===== src/hdl/rc4_pkg.sv =====
// types, codes and microcode table of the rc4 stream cipher core
package rc4_pkg;

  // action codes of an input transaction
  localparam logic [1:0] ACT_LOAD  = 2'd0;
  localparam logic [1:0] ACT_SCHED = 2'd1;
  localparam logic [1:0] ACT_CRYPT = 2'd2;

  // result status codes
  localparam logic ST_DONE       = 1'b0;
  localparam logic ST_NOT_KEYED  = 1'b1;

  // register index bit of the config port
  localparam logic REG_KEY_LENGTH = 1'b0;

  // last entry of the permutation
  localparam logic [7:0] PERM_LAST = 8'hFF;

  // microcode step addresses
  localparam int STEP_W = 5;
  typedef logic [STEP_W-1:0] step_t;

  localparam step_t STEP_IDLE   = 5'd0;
  localparam step_t STEP_LOAD   = 5'd1;
  localparam step_t STEP_NOP    = 5'd2;
  localparam step_t STEP_NOKEY  = 5'd3;
  localparam step_t STEP_S_CLR  = 5'd4;
  localparam step_t STEP_S_INIT = 5'd5;
  localparam step_t STEP_S_M0   = 5'd6;
  localparam step_t STEP_S_M1   = 5'd7;
  localparam step_t STEP_S_M2   = 5'd8;
  localparam step_t STEP_S_M3   = 5'd9;
  localparam step_t STEP_S_M4   = 5'd10;
  localparam step_t STEP_S_END  = 5'd11;
  localparam step_t STEP_C0     = 5'd12;
  localparam step_t STEP_C1     = 5'd13;
  localparam step_t STEP_C2     = 5'd14;
  localparam step_t STEP_C3     = 5'd15;
  localparam step_t STEP_C4     = 5'd16;
  localparam step_t STEP_C5     = 5'd17;
  localparam step_t STEP_C6     = 5'd18;

  // control word fields
  typedef enum logic [2:0] {
    ADDR_NONE, ADDR_I, ADDR_I_INC, ADDR_J, ADDR_T
  } addr_sel_t;

  typedef enum logic [1:0] {WD_I, WD_RDATA, WD_SA} wdata_sel_t;
  typedef enum logic [1:0] {I_HOLD, I_INC, I_CLEAR} i_op_t;
  typedef enum logic [1:0] {J_HOLD, J_CLEAR, J_ADD_PERM, J_ADD_PERM_KEY} j_op_t;
  typedef enum logic [1:0] {K_HOLD, K_CLEAR, K_STEP} k_op_t;
  typedef enum logic [1:0] {RES_NONE, RES_DONE, RES_NOKEY, RES_CRYPT} res_t;
  typedef enum logic [1:0] {SEQ_NEXT, SEQ_LOOP_I, SEQ_DONE} seq_t;

  typedef struct packed {
    addr_sel_t  addr_sel;
    logic       mem_we;
    wdata_sel_t wdata_sel;
    i_op_t      i_op;
    j_op_t      j_op;
    logic       sa_ld;
    logic       t_ld;
    k_op_t      k_op;
    logic       key_we;
    logic       set_keyed;
    res_t       res;
    seq_t       seq;
    step_t      target;
  } ctrl_t;

  // first step of each kind of transaction
  function automatic step_t entry_step(logic [1:0] action, logic keyed);
    step_t s;
    case (action)
      ACT_LOAD:  s = STEP_LOAD;
      ACT_SCHED: s = STEP_S_CLR;
      ACT_CRYPT: s = keyed ? STEP_C0 : STEP_NOKEY;
      default:   s = STEP_NOP;
    endcase
    return s;
  endfunction

  // microcode rom
  function automatic ctrl_t ucode(step_t s);
    ctrl_t w;
    w.addr_sel  = ADDR_NONE;
    w.mem_we    = 1'b0;
    w.wdata_sel = WD_I;
    w.i_op      = I_HOLD;
    w.j_op      = J_HOLD;
    w.sa_ld     = 1'b0;
    w.t_ld      = 1'b0;
    w.k_op      = K_HOLD;
    w.key_we    = 1'b0;
    w.set_keyed = 1'b0;
    w.res       = RES_NONE;
    w.seq       = SEQ_NEXT;
    w.target    = STEP_IDLE;
    case (s)
      // key byte load
      STEP_LOAD: begin
        w.key_we = 1'b1;
        w.res    = RES_DONE;
        w.seq    = SEQ_DONE;
      end
      // unused action
      STEP_NOP: begin
        w.res = RES_DONE;
        w.seq = SEQ_DONE;
      end
      // crypt before any schedule
      STEP_NOKEY: begin
        w.res = RES_NOKEY;
        w.seq = SEQ_DONE;
      end
      // schedule: clear indices
      STEP_S_CLR: begin
        w.i_op = I_CLEAR;
        w.j_op = J_CLEAR;
        w.k_op = K_CLEAR;
      end
      // schedule: identity fill
      STEP_S_INIT: begin
        w.addr_sel  = ADDR_I;
        w.mem_we    = 1'b1;
        w.wdata_sel = WD_I;
        w.i_op      = I_INC;
        w.seq       = SEQ_LOOP_I;
        w.target    = STEP_S_INIT;
      end
      // schedule: read s[i]
      STEP_S_M0: begin
        w.addr_sel = ADDR_I;
      end
      // schedule: j += s[i] + key
      STEP_S_M1: begin
        w.j_op  = J_ADD_PERM_KEY;
        w.sa_ld = 1'b1;
        w.k_op  = K_STEP;
      end
      STEP_S_M2: begin
        w.addr_sel = ADDR_J;
      end
      STEP_S_M3: begin
        w.addr_sel  = ADDR_I;
        w.mem_we    = 1'b1;
        w.wdata_sel = WD_RDATA;
      end
      STEP_S_M4: begin
        w.addr_sel  = ADDR_J;
        w.mem_we    = 1'b1;
        w.wdata_sel = WD_SA;
        w.i_op      = I_INC;
        w.seq       = SEQ_LOOP_I;
        w.target    = STEP_S_M0;
      end
      STEP_S_END: begin
        w.j_op      = J_CLEAR;
        w.set_keyed = 1'b1;
        w.res       = RES_DONE;
        w.seq       = SEQ_DONE;
      end
      // crypt: i += 1, read s[i]
      STEP_C0: begin
        w.addr_sel = ADDR_I_INC;
        w.i_op     = I_INC;
      end
      STEP_C1: begin
        w.j_op  = J_ADD_PERM;
        w.sa_ld = 1'b1;
      end
      STEP_C2: begin
        w.addr_sel = ADDR_J;
      end
      // crypt: swap, form t
      STEP_C3: begin
        w.addr_sel  = ADDR_I;
        w.mem_we    = 1'b1;
        w.wdata_sel = WD_RDATA;
        w.t_ld      = 1'b1;
      end
      STEP_C4: begin
        w.addr_sel  = ADDR_J;
        w.mem_we    = 1'b1;
        w.wdata_sel = WD_SA;
      end
      STEP_C5: begin
        w.addr_sel = ADDR_T;
      end
      STEP_C6: begin
        w.res = RES_CRYPT;
        w.seq = SEQ_DONE;
      end
      default: begin
        w.seq = SEQ_DONE;
      end
    endcase
    return w;
  endfunction

endpackage


===== src/hdl/rc4_stream_cipher_core.sv =====
// rc4 stream cipher core: microcoded sequencer over a single-port permutation memory
//
//  channel | direction | handshake              | payload
//  in_     | input     | in_valid / in_stall    | action, key_slot, data_byte, frame_end
//  out_    | output    | out_valid / out_stall  | byte, status, last_out
//  cfg     | input     | psel/penable/pwrite    | key_length at addresses 0-3 (paddr[2] = 0)
//
// one transaction at a time; in_stall is high from accept until the result is registered
// load, unused action and unkeyed crypt end at their entry step; crypt: 7 steps, set by the
// one access per cycle to the permutation memory; schedule: 256 fill steps and 5 steps
// per mix round, same memory port
// a finished result waits in the output register; the sequencer holds its last step
// while out_stall keeps that register full
// synchronous active-low reset clears indices and keyed flag and sets key_length to 256
module rc4_stream_cipher_core #(
  parameter int KEY_DEPTH = 256
) (
  input  logic        clk,
  input  logic        rst_n,
  // input channel
  input  logic        in_valid,
  output logic        in_stall,
  input  logic [1:0]  in_action,
  input  logic [7:0]  in_key_slot,
  input  logic [7:0]  in_data_byte,
  input  logic        in_frame_end,
  // result channel
  output logic        out_valid,
  input  logic        out_stall,
  output logic [7:0]  out_byte,
  output logic        out_status,
  output logic        out_last_out,
  // config port
  input  logic        psel,
  input  logic        penable,
  input  logic        pwrite,
  input  logic [2:0]  paddr,
  input  logic [31:0] pwdata,
  output logic [31:0] prdata,
  output logic        pready
);

  localparam int KW = (KEY_DEPTH > 1) ? $clog2(KEY_DEPTH) : 1;
  localparam logic [8:0] DEPTH_LEN = 9'(KEY_DEPTH);

  // sequencer and datapath registers
  rc4_pkg::step_t upc_r, upc_nxt;
  rc4_pkg::ctrl_t cw;
  logic [7:0]     i_r, i_nxt;
  logic [7:0]     j_r, j_nxt;
  logic [7:0]     t_r;
  logic [7:0]     sa_r;
  logic [KW-1:0]  kidx_r, kidx_nxt;
  logic           keyed_r;
  logic [8:0]     key_length_r;
  logic [8:0]     len_eff;
  logic           kidx_last;

  // latched transaction
  logic [1:0]     act_r;
  logic [7:0]     slot_r;
  logic [7:0]     data_r;
  logic           fend_r;

  // memories
  logic [7:0]     perm_mem [256];
  logic [7:0]     key_mem  [KEY_DEPTH];
  logic [7:0]     perm_addr;
  logic [7:0]     perm_wdata;
  logic           perm_rd;
  logic [7:0]     rdata_r;
  logic [7:0]     key_q_r;
  logic           key_wr;

  // output register
  logic           out_valid_r;
  logic [7:0]     out_byte_r;
  logic           out_status_r;
  logic           out_last_r;
  logic           out_free;
  logic           out_load;
  logic           in_accept;
  logic           cfg_wr;

  assign cw        = rc4_pkg::ucode(upc_r);
  assign in_stall  = (upc_r != rc4_pkg::STEP_IDLE);
  assign in_accept = in_valid && !in_stall;
  assign out_free  = !out_valid_r || !out_stall;
  assign out_load  = (cw.res != rc4_pkg::RES_NONE) && out_free;

  // config port
  assign pready = 1'b1;
  assign cfg_wr = psel && penable && pwrite && (paddr[2] == rc4_pkg::REG_KEY_LENGTH);
  assign prdata = (paddr[2] == rc4_pkg::REG_KEY_LENGTH) ? {23'd0, key_length_r} : 32'd0;

  always_ff @(posedge clk) begin
    if (!rst_n) begin
      key_length_r <= 9'd256;
    end else if (cfg_wr) begin
      key_length_r <= pwdata[8:0];
    end
  end

  // key length in use: zero or oversize means the whole store
  always_comb begin
    if (key_length_r == 9'd0 || key_length_r > DEPTH_LEN) begin
      len_eff = DEPTH_LEN;
    end else begin
      len_eff = key_length_r;
    end
  end

  assign kidx_last = (9'(kidx_r) == (len_eff - 9'd1));

  // transaction latch
  always_ff @(posedge clk) begin
    if (in_accept) begin
      act_r  <= in_action;
      slot_r <= in_key_slot;
      data_r <= in_data_byte;
      fend_r <= in_frame_end;
    end
  end

  // step counter with conditional jumps
  always_comb begin
    upc_nxt = upc_r;
    if (upc_r == rc4_pkg::STEP_IDLE) begin
      if (in_accept) begin
        upc_nxt = rc4_pkg::entry_step(in_action, keyed_r);
      end
    end else begin
      case (cw.seq)
        rc4_pkg::SEQ_NEXT:   upc_nxt = upc_r + 1'b1;
        rc4_pkg::SEQ_LOOP_I: upc_nxt = (i_r != rc4_pkg::PERM_LAST) ? cw.target : upc_r + 1'b1;
        rc4_pkg::SEQ_DONE:   upc_nxt = out_free ? rc4_pkg::STEP_IDLE : upc_r;
        default:             upc_nxt = rc4_pkg::STEP_IDLE;
      endcase
    end
  end

  // index updates
  always_comb begin
    case (cw.i_op)
      rc4_pkg::I_INC:   i_nxt = i_r + 8'd1;
      rc4_pkg::I_CLEAR: i_nxt = 8'd0;
      default:          i_nxt = i_r;
    endcase
    case (cw.j_op)
      rc4_pkg::J_CLEAR:        j_nxt = 8'd0;
      rc4_pkg::J_ADD_PERM:     j_nxt = j_r + rdata_r;
      rc4_pkg::J_ADD_PERM_KEY: j_nxt = j_r + rdata_r + key_q_r;
      default:                 j_nxt = j_r;
    endcase
    case (cw.k_op)
      rc4_pkg::K_CLEAR: kidx_nxt = '0;
      rc4_pkg::K_STEP:  kidx_nxt = kidx_last ? '0 : kidx_r + 1'b1;
      default:          kidx_nxt = kidx_r;
    endcase
  end

  always_ff @(posedge clk) begin
    if (!rst_n) begin
      upc_r   <= rc4_pkg::STEP_IDLE;
      i_r     <= 8'd0;
      j_r     <= 8'd0;
      kidx_r  <= '0;
      keyed_r <= 1'b0;
    end else begin
      upc_r  <= upc_nxt;
      i_r    <= i_nxt;
      j_r    <= j_nxt;
      kidx_r <= kidx_nxt;
      if (cw.set_keyed) begin
        keyed_r <= 1'b1;
      end
    end
  end

  // swap operands
  always_ff @(posedge clk) begin
    if (cw.sa_ld) begin
      sa_r <= rdata_r;
    end
    if (cw.t_ld) begin
      t_r <= sa_r + rdata_r;
    end
  end

  // permutation port address and write data
  always_comb begin
    case (cw.addr_sel)
      rc4_pkg::ADDR_I_INC: perm_addr = i_r + 8'd1;
      rc4_pkg::ADDR_J:     perm_addr = j_r;
      rc4_pkg::ADDR_T:     perm_addr = t_r;
      default:             perm_addr = i_r;
    endcase
    case (cw.wdata_sel)
      rc4_pkg::WD_RDATA: perm_wdata = rdata_r;
      rc4_pkg::WD_SA:    perm_wdata = sa_r;
      default:           perm_wdata = i_r;
    endcase
  end

  assign perm_rd = (cw.addr_sel != rc4_pkg::ADDR_NONE) && !cw.mem_we;

  // permutation memory, one access per cycle, registered read
  always_ff @(posedge clk) begin
    if (cw.mem_we) begin
      perm_mem[perm_addr] <= perm_wdata;
    end
    if (perm_rd) begin
      rdata_r <= perm_mem[perm_addr];
    end
  end

  // key store, slots past the store are dropped
  assign key_wr = cw.key_we && (act_r == rc4_pkg::ACT_LOAD) && ({1'b0, slot_r} < DEPTH_LEN);

  always_ff @(posedge clk) begin
    if (key_wr) begin
      key_mem[slot_r[KW-1:0]] <= data_r;
    end
    key_q_r <= key_mem[kidx_r];
  end

  // result register
  always_ff @(posedge clk) begin
    if (!rst_n) begin
      out_valid_r <= 1'b0;
    end else if (out_load) begin
      out_valid_r <= 1'b1;
    end else if (!out_stall) begin
      out_valid_r <= 1'b0;
    end
  end

  always_ff @(posedge clk) begin
    if (out_load) begin
      out_last_r <= fend_r;
      case (cw.res)
        rc4_pkg::RES_CRYPT: begin
          out_byte_r   <= data_r ^ rdata_r;
          out_status_r <= rc4_pkg::ST_DONE;
        end
        rc4_pkg::RES_NOKEY: begin
          out_byte_r   <= 8'd0;
          out_status_r <= rc4_pkg::ST_NOT_KEYED;
        end
        default: begin
          out_byte_r   <= 8'd0;
          out_status_r <= rc4_pkg::ST_DONE;
        end
      endcase
    end
  end

  assign out_valid    = out_valid_r;
  assign out_byte     = out_byte_r;
  assign out_status   = out_status_r;
  assign out_last_out = out_last_r;

endmodule


===== config.mk =====
export PLATFORM = sky130hd
export DESIGN_NAME = rc4_stream_cipher_core
export DESIGN_NICKNAME = d
export VERILOG_FILES = /design/src/hdl/rc4_pkg.sv /design/src/hdl/rc4_stream_cipher_core.sv
export SDC_FILE = /design/constraint.sdc
export NUM_CORES = 2
export LEC_CHECK = 0
export BUFFER_PORTS_ARGS = -buffer_cell sky130_fd_sc_hd__buf_2
export CORE_UTILIZATION = 60
export DETAILED_ROUTE_END_ITERATION = 16
export PLACE_DENSITY = 0.76
export SETUP_SLACK_MARGIN = 0.15
export SYNTH_ARGS = -nofsm -noshare
export SYNTH_HDL_FRONTEND = slang
export SYNTH_SLANG_ARGS = --single-unit

===== constraint.sdc =====
create_clock -name clk -period 12.3 [get_ports clk]
set_clock_uncertainty 0.1 [all_clocks]
set_input_delay 0.615 -clock clk [delete_from_list [all_inputs] [get_ports clk]]
set_output_delay 0.615 -clock clk [all_outputs]
set_load 0.01 [all_outputs]

Word level (Yosys, flattened, before mapping) --
Memory sizes are Yosys's and may differ from the RTL's. A register that Yosys moved wholly into a read port is not among the register bits. Cells that the tools add are included.
Word-level totals: register bits 85, bits in latches 0, RAM bits 4096, memory bits (read-only) 0, output and inout port bits 45, logic and storage cells 138, memories kept 2
Memories:
- key_mem | words 256, bits a word 8, read ports 1, clocked after Yosys merged registers in 1, wr ports 1, RTL line rc4_stream_cipher_core.sv:67 | logic [7:0] key_mem [KEY_DEPTH];
- perm_mem | words 256, bits a word 8, read ports 1, clocked after Yosys merged registers in 1, wr ports 1, RTL line rc4_stream_cipher_core.sv:66 | logic [7:0] perm_mem [256];
Cells by class: $add $sub $neg 7, multiply operators 0, div/mod/pow operators 0, $lt $le $gt $ge 1, equality and inequality tests 41, shift-type cells 0, mux-type cells 34, bitwise logic cells 2, reduce and logical (&&, ||, !) cells 35
Operator list (number):
- one-hot mux 8 bit (2 select lines) | 3
- one-hot mux 8 bit (3 select lines) | 2
- == test 5 x 4 -> 1 bit, second input constant | 8
- adder 8 bit | 3
- == test 5 x 3 -> 1 bit, second input constant | 4
- two-way mux 5 bit | 4
- == test 2 bit, second input constant | 9
- two-way mux 9 bit | 2
- adder 8 x 1 -> 8 bit, second input constant | 2
- == test 5 bit, second input constant | 3
- one-hot mux 5 bit (3 select lines) | 1
- == test 2 x 1 -> 1 bit, second input constant | 6
- one-hot mux 2 bit (2 select lines) | 3
- one-hot mux 2 bit (3 select lines) | 2
- one-hot mux 3 bit (4 select lines) | 1
- one-hot mux 4 bit (3 select lines) | 1
- two-way mux 1 bit | 11
- OR reduction 11 bit | 1
- == test 5 x 2 -> 1 bit, second input constant | 2
- OR reduction 2 bit | 5
- == test 8 x 9 -> 1 bit | 1
- greater-than comparator 9 bit, second input constant | 1
- zero test 9 bit | 1
- one-hot mux 3 bit (3 select lines) | 1
- other kinds (25) | 43

Logic depth before layout (Yosys ltp) --
word-level depth 7, mapped depth 20, gate-level depth less buffers 16

Worst setup path before layout --
No wires, ideal clock.
path type reg-to-reg, from register upc_r[3], to memory perm_mem[0][5], data pin, data arrival time 9.477 ns, required time 10.621 ns, slack 1.143 ns, stages on the path, launching flop included 12, period minus slack after synthesis 11.157 ns, path through dfxtp_1 -> buf_6 -> clkbuf_1 -> and3_1 -> ha_1 -> inv_1 -> and2_1 -> ha_1 -> clkbuf_1 -> clkbuf_1 -> nor2_1 -> a21oi_1
Between the ends: cells in the longest elaborated chain, start to end 5
RTL lines:
- start: declaration | RTL line rc4_stream_cipher_core.sv:47 | rc4_pkg::step_t upc_r, upc_nxt;
- start signal: assignment | RTL line rc4_stream_cipher_core.sv:164 | upc_r <= rc4_pkg::STEP_IDLE;
- start signal: assignment | RTL line rc4_stream_cipher_core.sv:170 | upc_r <= upc_nxt;
- == test 5 x 4 -> 1 bit / == test 5 bit (equally long branches) | RTL line rc4_pkg.sv:99 | case (s)
- OR reduction 2 bit (no line)
- one-hot mux 3 bit (3 select lines) * | RTL line rc4_pkg.sv:99
- == test 2 bit / == test 2 x 1 -> 1 bit (equally long branches) | RTL line rc4_stream_cipher_core.sv:198 | case (cw.wdata_sel)
- one-hot mux 8 bit (2 select lines) * | RTL line rc4_stream_cipher_core.sv:198
- net perm_wdata[5] | RTL line rc4_stream_cipher_core.sv:69 | logic [7:0] perm_wdata;
- end: declaration | RTL line rc4_stream_cipher_core.sv:66
Mark *: on every way through the listed nets, which the timed path passes. The rest lies on a longest branch.

Worst setup path after layout --
from register upc_r[3], to register rdata_r[1] (read register of perm_mem), data pin
Between the ends: cells in the longest elaborated chain, start to end 5
RTL lines:
- == test 5 x 4 -> 1 bit, or another cell as far along | RTL line rc4_pkg.sv:99
- OR reduction 4 bit (no line) / OR reduction 2 bit (equally long branches)
- one-hot mux 3 bit (4 select lines) / one-hot mux 3 bit (3 select lines) (equally long branches) | RTL line rc4_pkg.sv:99
- == test 3 bit, or another cell as far along | RTL line rc4_stream_cipher_core.sv:192 | case (cw.addr_sel)
- one-hot mux 8 bit (3 select lines) / logical AND 1 bit (equally long branches) | RTL line rc4_stream_cipher_core.sv:192, rc4_stream_cipher_core.sv:205
- end: declaration | RTL line rc4_stream_cipher_core.sv:71 | logic [7:0] rdata_r;
Several ways; a longest one is shown, not always the timed one. A chain may end at the register's enable or synchronous reset.

==> metrics.txt <==
run status finished clean; Power Density 177 mW/mm^2; YS warnings 0; Simple-Gate Fraction of Synth Area 0.0759; Post-Route WL between 400000 and 500000 um; CTS tree yes; RSZ-0062 raised after global routing no; Hold Vio Cnt, Final 0; reg2reg path depth 15; clock network fraction of total power 0.381; PortBufs 56; post-DP HPWL 251000 um; clock transition at the registers of the reported paths 0.06 ns; Worst-Skew Late Latency between 1 and 1.5 ns; WP data required 12.85 ns; mux cell area share after synthesis 0.110; Final GP Congestion 0.915; worst hold path depth 5; nets@finish ~10000; DR WL/cell 33.0 um; global route total overflow 0; # setup viols final 0; Post-synth EDFFs 4149; reg2reg setup slack 4.65 ns; TritonCTS buffer count 406; asr flop ratio synth 0; Hold EP upc_r[2]; RR Endpoint rdata_r[1]; mapped cell area 0.166 sq mm; CP Class flip-flop to flip-flop; TNS Setup 0 ns; commonest register cell after synthesis edfxtp_1; first-pass GRT wire length around 650000 um; number of fill cells 16700; slew margin rel. 0.0497; First-pass DRT Iterations 10; initial antenna violation count 39; min-delay worst type primary input to flip-flop; largest family of logic cells by synthesized area multiplexers; Setup crit end kind flip-flop; Flop pwr share 0.515; # clock sinks 4197; Synth Area in XOR/XNOR 0.00221; post-synthesis sequential area ratio 0.755; Worst Min Path Start in_valid; CTS root buf clkbuf_16; vias in the first global route 92100; synthesized area per cell roughly 17 sq um; initial core utilization 0.606; setup ws final 4.65 ns; P&R area growth vs syn 10.5%; Die X 529 um; Tot GR Track Use 0.323; Synth Register Bits 4197; combinational power share 0.103; Worst Path Arrival slightly above 8 ns; share of layout cells above drive strength 1 0.167; IO Pins about 110; Synth Area in Compound Gates 0.0349; First DRT Iteration DRCs 16000; FMAX 131 MHz; drt drc 0; period utilization 0.622; Max clock buf depth 4; Die ar. about 0.28 sq mm; Synth Instances ~9600; Vias/cell 6.90; Placed Cells 12900; largest net degree at the start of global routing 241; Synth Area in Adders 0.00299; via count 94500; sw frac 0.253; Worst setup SP type flip-flop; DRT antenna net count 0; Final Max Tran Viols 0; peak supply drop 0.000162 V; min cycle time layout 7.65 ns; worst-path fanout max 109; setup bufs post-CTS 0; height of the die 529 um; Worst-Margin Slew 1.42 ns; max-cap viol count 0; core area around 0.27 sq mm; P_int 24.3 mW; dpl ws 4.93 ns; Yosys cell types 94; Pleak 57.3 nW; reg2reg start upc_r[3]; net switching power ~8.2 mW; H-tree depth 5; non-filler cells, final 13700; Rows 192
==> what timing repair did <==
action,in CTS,in global routing
hold buffers,31,0
gates resized for setup,0,0
endpoints found under the hold margin,34,0
==> per-stage QoR <==
step | hold WS, ns | power [mW] | utilization | cell area, sq um
floorplan | 0.300 | 19.2 | - | 166000
global placement | 0.305 | 20.1 | 0.620 | 170000
detailed placement | 0.305 | 20.3 | 0.620 | 170000
CTS | 0.0265 | 32.4 | 0.669 | 184000
global route | 0.139 | 33.2 | 0.669 | 184000
finish | 0.0939 | 32.5 | 0.669 | 184000
==> layout by cell type, fill, tap and decap left out, types with 70 or more instances in the layout <==
| cell | n |
|---|---|
| a21oi_1 | 237 |
| edfxtp_1 | 4149 |
| clkbuf_1 | 76 |
| nor2_1 | 634 |
| clkinv_1 | 104 |
| buf_4 | 159 |
| and3_1 | 116 |
| o21ai_0 | 70 |
| clkbuf_16 | 407 |
| a31oi_1 | 94 |
| nand2_1 | 1432 |
| nand3_1 | 545 |
| mux4_2 | 793 |
| clkinv_2 | 82 |
| a311oi_1 | 101 |
==> cell usage after synthesis, types with 47 or more instances <==
cell,count,area share
edfxtp_1,4149,0.75
nand2_1,1433,0.032
mux4_2,793,0.11
nor2_1,642,0.014
nand3_1,545,0.016
clkbuf_1,267,0.0060
a21oi_1,245,0.0074
buf_2,196,0.0059
and3_1,116,0.0044
buf_1,108,0.0024
a311oi_1,101,0.0053
a31oi_1,95,0.0036
o21ai_0,70,0.0021
buf_4,57,0.0026
nor3_1,56,0.0017
a211oi_1,55,0.0025
mux2i_1,49,0.0029
dfxtp_1,48,0.0058
nand4_1,48,0.0018
a32oi_1,47,0.0025
==> logic make-up (layout without fill, tap and decap cells) <==
logic type / Yosys count / after routing
DFF: 4197 / 4197
and+or+nand+nor: 2951 / 2951
AOI/OAI and AO/OA: 844 / 844
muxes: 843 / 843
buffers and inverters: 680 / 1058
xor gates and xnor gates: 42 / 42
adders and majority gates: 38 / 38
other: 2 / 43
==> flip-flops by register name, summed over array words and instances (netlist names), 2 cells and up <==
name          cells
rdata_r           8
upc_r             5
key_length_r      9
slot_r            8
i_r               8
act_r             2
data_r            8
key_q_r           8
t_r               8
sa_r              8
j_r               8
key_mem        2048
perm_mem       2048
kidx_r            8
out_byte          8
==> power by group through the flow <==
stage	Combinational [mW]	Clock [mW]	Sequential, mW
floorplan	1.66	0	17.6
global placement	3.09	0	17.0
detailed placement	3.22	0	17.0
CTS	3.26	12.4	16.7
global route	3.48	12.9	16.8
finish	3.36	12.4	16.8
==> worst max-delay path, stage by stage (launching register included) <==
cell      delay (ns)
dfxtp_1         0.90
and3_1          0.28
ha_1            0.63
inv_1           0.23
o311ai_4        0.23
nor3_2          0.24
o211ai_1        0.45
buf_4           0.68
buf_4           0.69
buf_12          0.51
mux4_2          0.42
o22ai_1         0.23
nor3_1          0.16
or3_1           0.36
nor4_1          0.84
nand4_1         0.18
==> layer usage <==
metal	wire, um	GRT usage	vias to the layer above	part of all wire
met2	210000	0.496	7601	0.46
met3	61400	0.0840	1430	0.14
met1	152000	0.428	47500	0.34
met4	28400	0.173	30	0.063
met5	171	0.000346	-	0.00038
li1	-	-	37900	-
==> worst max-delay path by stage <==
stage                   from  cells after the start              to
global placement    upc_r[3]                     15      rdata_r[1]
CTS                 upc_r[3]                     14      rdata_r[4]
detailed placement  upc_r[3]                     14      rdata_r[4]
floorplan           upc_r[3]                     11  perm_mem[0][5]
finish              upc_r[3]                     15      rdata_r[1]
global route        upc_r[3]                     15      rdata_r[1]
==> cell type report <==
class | count | area, sq um | share of cell area
well taps | 3686 | 4610 | 0.0251
inverters | 35 | 131 | 0.000715
clock inverters | 269 | 2700 | 0.0147
multi-input cells | 4742 | 38000 | 0.207
diodes | 19 | 47.5 | 0.000259
repair buffers | 271 | 2280 | 0.0124
clock buffers | 483 | 10500 | 0.0570
flip-flops and latches | 4197 | 126000 | 0.683
Note: power is estimated with default switching activity, not from simulation.
